===== config.mk =====
export PLATFORM = sky130hd
export DESIGN_NAME = ipcmb_ram
export DESIGN_NICKNAME = d
export VERILOG_FILES = /design/src/hw/rtl/ipcmb_ram.sv
export SDC_FILE = /design/constraint.sdc
export NUM_CORES = 1
export LEC_CHECK = 0
export ABC_AREA = 1
export ABC_CLOCK_PERIOD_IN_PS = 2900
export BUFFER_PORTS_ARGS = -buffer_cell sky130_fd_sc_hd__buf_2
export CAP_MARGIN = 10
export CORE_MARGIN = 3
export CORE_UTILIZATION = 45
export CTS_BUF_LIST = sky130_fd_sc_hd__clkbuf_4
export CTS_CLUSTER_SIZE = 24
export DETAILED_ROUTE_END_ITERATION = 10
export PLACE_DENSITY = 0.67
export SLEW_MARGIN = 20
export SYNTH_ARGS = -nofsm -noshare
export SYNTH_HDL_FRONTEND = slang
export SYNTH_SLANG_ARGS = --single-unit
export TNS_END_PERCENT = 5

===== constraint.sdc =====
create_clock -name clock -period 2.9 [get_ports clock]
set_input_delay 0.29 -clock clock [delete_from_list [all_inputs] [get_ports clock]]
set_output_delay 0.29 -clock clock [all_outputs]
set_load 0.01 [all_outputs]

===== src/hw/rtl/ipcmb_ram.sv =====
// ipcmb_ram: generic single write port, single read port ram with registered read
// no dependencies; used for the queue and slot stores of the mailbox engine
module ipcmb_ram #(
   parameter int WIDTH = 8,
   parameter int DEPTH = 32
) (
   input  logic                     clock,
   input  logic                     wr_en,
   input  logic [$clog2(DEPTH)-1:0] wr_addr,
   input  logic [WIDTH-1:0]         wr_data,
   input  logic                     rd_en,
   input  logic [$clog2(DEPTH)-1:0] rd_addr,
   output logic [WIDTH-1:0]         rd_data
);

   logic [WIDTH-1:0] mem [DEPTH];

   // write port and registered read port
   always_ff @(posedge clock) begin
      if (wr_en) begin
         mem[wr_addr] <= wr_data;
      end
      if (rd_en) begin
         rd_data <= mem[rd_addr];
      end
   end

endmodule


==> flow_summary.ini, run 1 <==
[synth]
synthTopCellsByArea = edfxtp_1, nand2_1, nand3_1, buf_6, nor2_1
syn_inst = 922
netlist_area_um2 = 10870
ys.warnings.count = 0
ys_seq_elements = 264
syn_area_per_cell_um2 = 11.79
synth-edff-count = 264
syn-num-nets = 943
yosysTopAreaCell = edfxtp_1
synth_commonest_cells = nand2_1, edfxtp_1, nand3_1
yosysTopAreaCellShare = 0.7295
synth-async-reset-ratio = 0
ys.flop_type = edfxtp_1
ys_seq_area_frac = 0.7295
yosysMostFrequentCell = nand2_1
synth_cell_types = 11

[sta]
slew_headroom = 0.2896
grt_setup_unrepaired = no
fin_crit_sh = 0.5481
final.min_clock_period_ns = 1.589
hold_violations = 0
hold_ws_ns = 0.07120
fmax_ghz = 0.6292
finalSetupViolCount = 0
slew_violations = 0
tightestPinTransition_ns = 1.059
skew_ns = 0.02374
fin_tns_setup_ns = 0

[finish]
multi_input_area_um2 = 2492
area_growth_syn_to_layout_pct = 10.10
fin_area_um2 = 11960
drive_gt1_frac = 0.1392
final_nets = 1004
n_fill_cell = 2108
seqCellArea_um2 = 7928

[clock_network]
numCtsBuffers = 66
clk_path_buf_depth = 3
root_buffer = clkbuf_4
cts_tree = built
cts_max_level = 3
clk_latency_ns = 0.65
numClockSinks = 264
post-cts-setup-buffers = 0
clk_pin_slew_ns = 0.07

[detailed_routing]
route.detailed.drc = 0
wl_per_cell_um = 18.51
num_vias = 7082
dr.pass1.iters = 7
ant_nets = 0
drt_wl_total_mm = 24.93
drt-initial-drc-count = 627
via_per_inst = 5.258

[grt]
first_global_vias = 6964
gr-usage-all-layers = 0.1949
antenna_found_initial = 2
grt_first_pass_wirelength_mm = 38.84
grt.overflow.total = 0
grt_max_degree = 129

[critical_path]
crit_chain = buf_2, clkinv_1, nand3_1, nand2_1, nand2_1, nand2_1, nand2_1, nand2_1
cp_max_fo = 32
r2r_end = rd_data[7]
reg2reg_from = mem[1][7]
max_stage_delay_ns = 0.80
cpMostUsedCell = nand2_1
critPathKind = input port to register
endpoint = rd_data[3]
end_kind = register
cp.required_ns = 3.29
crit_slowest_cell = clkinv_1
reg2regPathDepth = 8
cp.arrival_ns = 1.98
cp-start-kind = input port
crit_start = rd_addr[2]
rrSetupSlack_ns = 1.59

[floorplanning]
core_region_area_um2 = 23610
dieHeight_um = 161.4
die-area_um2 = 26050
dieWidth_um = 161.4
rows = 56
start_util = 0.4602
io_pins = 29

[worst_hold_path]
whs_path_depth = 3
hold_class = input port to register

[placed_design]
hpwlAfterDp_mm = 14.47
place_area_um2 = 11170
port_buffers = 28
place_congestion = 0.8052

[run]
drv_cap = 0

[power_and_ir_drop]
ir_drop_uv = 529.7
power_density_nw_per_um2 = 641.3
leakage_nw = 4.466

[outcome]
status = completed
worst max-delay path, delay by kind of cell:
kind / cells / cell delay (ns)
buf+inv: 2 / 0.89
simple gates: 6 / 0.77
power by group:
part,internal (mW),total [mW],leakage (nW),switching (mW)
Sequential,4.26,4.28,2.39,0.0181
Combinational,0.127,0.485,1.61,0.358
Clock,1.51,2.91,0.469,1.40
Total,5.89,7.67,4.47,1.78
state kept, by name, indices dropped and copies added, names as in the netlist:
register,cells
mem,256
rd_data,8
worst min path at each step:
| stage | startpoint | endpoint | slack (ns) |
|---|---|---|---|
| finish | rd_addr[4] | rd_data[5] | 0.07 |
| global route | rd_addr[4] | rd_data[5] | 0.05 |
| CTS | rd_addr[4] | rd_data[5] | 0.01 |
| detailed placement | rd_en | rd_data[3] | 0.67 |
| global placement | rd_en | rd_data[4] | 0.66 |
| floorplan | wr_data[0] | mem[0][0] | 0.39 |
kinds of logic after synthesis:
family | after synthesis | share of synthesized area
buffers and inverters | 62 | 0.04111
and+or+nand+nor | 596 | 0.2294
DFF | 264 | 0.7295
what timing repair did:
action                    in CTS  in global routing
hold buffers                   1                  0
resized for setup              0                  0
hold endpoints to repair       8                  0
metrics by stage:
step                      setup slack [ns]  std cells  total power [mW]  utilization
after global routing                 1.148       1347             8.016       0.5067
after CTS                            1.276       1346             7.761       0.5066
final                                1.311       1347             7.672       0.5067
after floorplan                      1.576        922             4.660            -
after global placement              0.9495       1233             4.838       0.4731
after detailed placement            0.9093       1233             4.844       0.4731
layer usage:
layer,part of all wire,routed length (um),GRT usage,vias to the layer above
met1,0.44,10910,0.2686,3358
met4,0.025,629,0.07939,2
met3,0.076,1903,0.04847,50
met2,0.46,11470,0.2993,304
met5,0.00052,13,0,-
li1,-,-,-,3368
cell usage in the layout (no fill, tap or decap), drive strengths merged:
master / instances
buf: 44
dlygate4sd3: 1
nand2: 360
inv: 9
clkinv: 17
nor2: 32
clkbuf: 96
edfxtp: 264
nand3: 204
diode: 1
cell type report:
| class | count | share of cell area |
|---|---|---|
| tap | 319 | 0.03336 |
| multi-input combinational | 596 | 0.2083 |
| antenna | 1 | 0.0002092 |
| timing repair buffer | 45 | 0.02698 |
| clock buffer | 96 | 0.06024 |
| inverter | 10 | 0.003242 |
| clock inverter | 16 | 0.005020 |
| sequential | 264 | 0.6626 |
No activity file was read; power rests on OpenSTA's default activity.
==> run 2: changes to the inputs <==
Settings changed: ABC_CLOCK_PERIOD_IN_PS 2900 to 1340, PLACE_DENSITY 0.67 to 0.69.
Clock period 2.9 ns to 1.34 ns, I/O delays scaled along.
==> run 2 against run 1 <==
The flow now finishes with violations (negative setup slack). Sequential power rose by 120%. Clock power increased by 140%. Routed wire length is 2.1% higher. Die area stayed put. Sequential share of layout area down 4.7 points. Combinational power increased to 2.6 times the previous value. Largest cell class unchanged.
==> flow_summary.ini, run 2 (synthesized netlist as in run 1, its figures left out) <==
[outcome]
status = complete, but fails checks
violations = negative setup slack

[detailed_routing]
drt-initial-drc-count = 615
via_per_inst = 5.247
num_vias = 7451
drt_wl_total_mm = 25.46
ant_nets = 0
wl_per_cell_um = 17.93
route.detailed.drc = 0
dr.pass1.iters = 5

[power_and_ir_drop]
swShare = 0.2235
leakage_nw = 4.978
power_switching_mw = 3.900
ir_drop_uv = 669.9
p_int_mw = 13.55
seq_power_share = 0.530
power_density_nw_per_um2 = 1354
clkPwrFrac = 0.397
combPwrFrac = 0.073

[critical_path]
cp.required_ns = 1.21
max_stage_delay_ns = 0.46
end_kind = output pin
reg2regPathDepth = 8
cp.arrival_ns = 1.28
critPathKind = register to output pin
cp-start-kind = register
crit_buf_inv = 1
crit_chain = buf_2
cp_num_cells = 1
cp_max_fo = 1
path_delay_family = flip-flops
rrSetupSlack_ns = 0.06
reg2reg_from = mem[29][3]
crit_slowest_cell = edfxtp_1
crit_start = rd_data[2]
r2r_end = rd_data[3]
endpoint = rd_data[2]

[clock_network]
clk_latency_ns = 0.65
clk_path_buf_depth = 3
cts_max_level = 3
post-cts-setup-buffers = 0
root_buffer = clkbuf_4
cts_tree = built
numClockSinks = 264
clk_pin_slew_ns = 0.06
numCtsBuffers = 70

[placed_design]
place_congestion = 0.8790
place_ws_ns = -0.2159
port_buffers = 28
hpwlAfterDp_mm = 15.64
placed_cells = 1295
place_area_um2 = 11860

[floorplanning]
core_region_area_um2 = 23610
dieHeight_um = 161.4
io_pins = 29
dieWidth_um = 161.4
rows = 56
start_util = 0.4602
die-area_um2 = 26050

[sta]
final.min_clock_period_ns = 1.410
skew_ns = 0.03763
fin_tns_setup_ns = -0.1317
slew_headroom = 0.7534
fmax_ghz = 0.7093
slew_violations = 0
hold_violations = 0
grt_setup_unrepaired = yes
fin_crit_sh = 1.052
final.setup.worst_slack_ns = -0.06988
tightestPinTransition_ns = 0.3699
finalSetupViolCount = 3

[grt]
gr-usage-all-layers = 0.1973
antenna_found_initial = 1
grt_first_pass_wirelength_mm = 39.35
first_global_vias = 7375
grt_max_degree = 65
grt.overflow.total = 0

[finish]
top_regs = mem (256), rd_data (8)
instances_no_fill = 1420
fin_area_um2 = 12880
drive_gt1_frac = 0.2082
multi_input_area_um2 = 2537
n_fill_cell = 1985
final_cell_mix = nand2_1, edfxtp_1, nand3_1
largest_reg_flops = 256
final_nets = 1079
seqCellArea_um2 = 7928
final_common_cell = nand2_1
area_growth_syn_to_layout_pct = 18.55
regMostFlops = mem

[run]
drv_cap = 0

[worst_hold_path]
hold_class = input port to register
-- run 2: per-stage QoR --
step	total power [mW]	util	hold slack [ns]
finish	17.45	0.5456	0.1519
global route	18.23	0.5456	0.1508
CTS	17.61	0.5436	0.1070
detailed placement	10.65	0.5023	0.5155
global placement	10.62	0.5023	0.5147
floorplan	10.09	-	0.2329
-- run 2: timing repair --
action	in CTS	in global routing
hold buffers	10	0
endpoints found under the hold margin	147	0
resized for setup	0	11
endpoints found under the setup margin	4	9
-- run 2: layout make-up --
cell class / instances / share of cell area
multi-input cells: 596 / 0.1970
diodes: 1 / 0.0001942
clock buffers: 104 / 0.06061
clock inverters: 10 / 0.007187
flip-flops and latches: 264 / 0.6154
repair buffers: 116 / 0.08566
well taps: 319 / 0.03098
inverters: 10 / 0.003011
-- run 2: worst min path at each step --
stage / from / to / slack, ns / cells after the start
2_1_floorplan: wr_data[0] / mem[0][0] / 0.23 / 0
3_3_place_gp: rd_en / rd_data[1] / 0.51 / 1
3_5_place_dp: rd_en / rd_data[0] / 0.52 / 1
4_1_cts: rd_addr[3] / rd_data[6] / 0.11 / 6
5_1_grt: rd_addr[3] / rd_data[6] / 0.15 / 6
6_report: rd_addr[3] / rd_data[6] / 0.15 / 6
-- run 2: routing by layer --
metal / global-route usage / up-vias / part of all wire
met2: 0.3223 / 309 / 0.49
met4: 0.07313 / 0 / 0.020
met1: 0.2628 / 3587 / 0.41
met5: 0 / - / 0
met3: 0.04155 / 36 / 0.080
li1: - / 3519 / -
-- run 2: power groups by stage --
stage	Clock (mW)	Sequential (mW)	Combinational, mW
6_report	6.93	9.24	1.27
3_3_place_gp	0	9.42	1.21
4_1_cts	7.11	9.24	1.25
3_5_place_dp	0	9.42	1.23
2_1_floorplan	0	9.42	0.662
5_1_grt	7.59	9.24	1.39
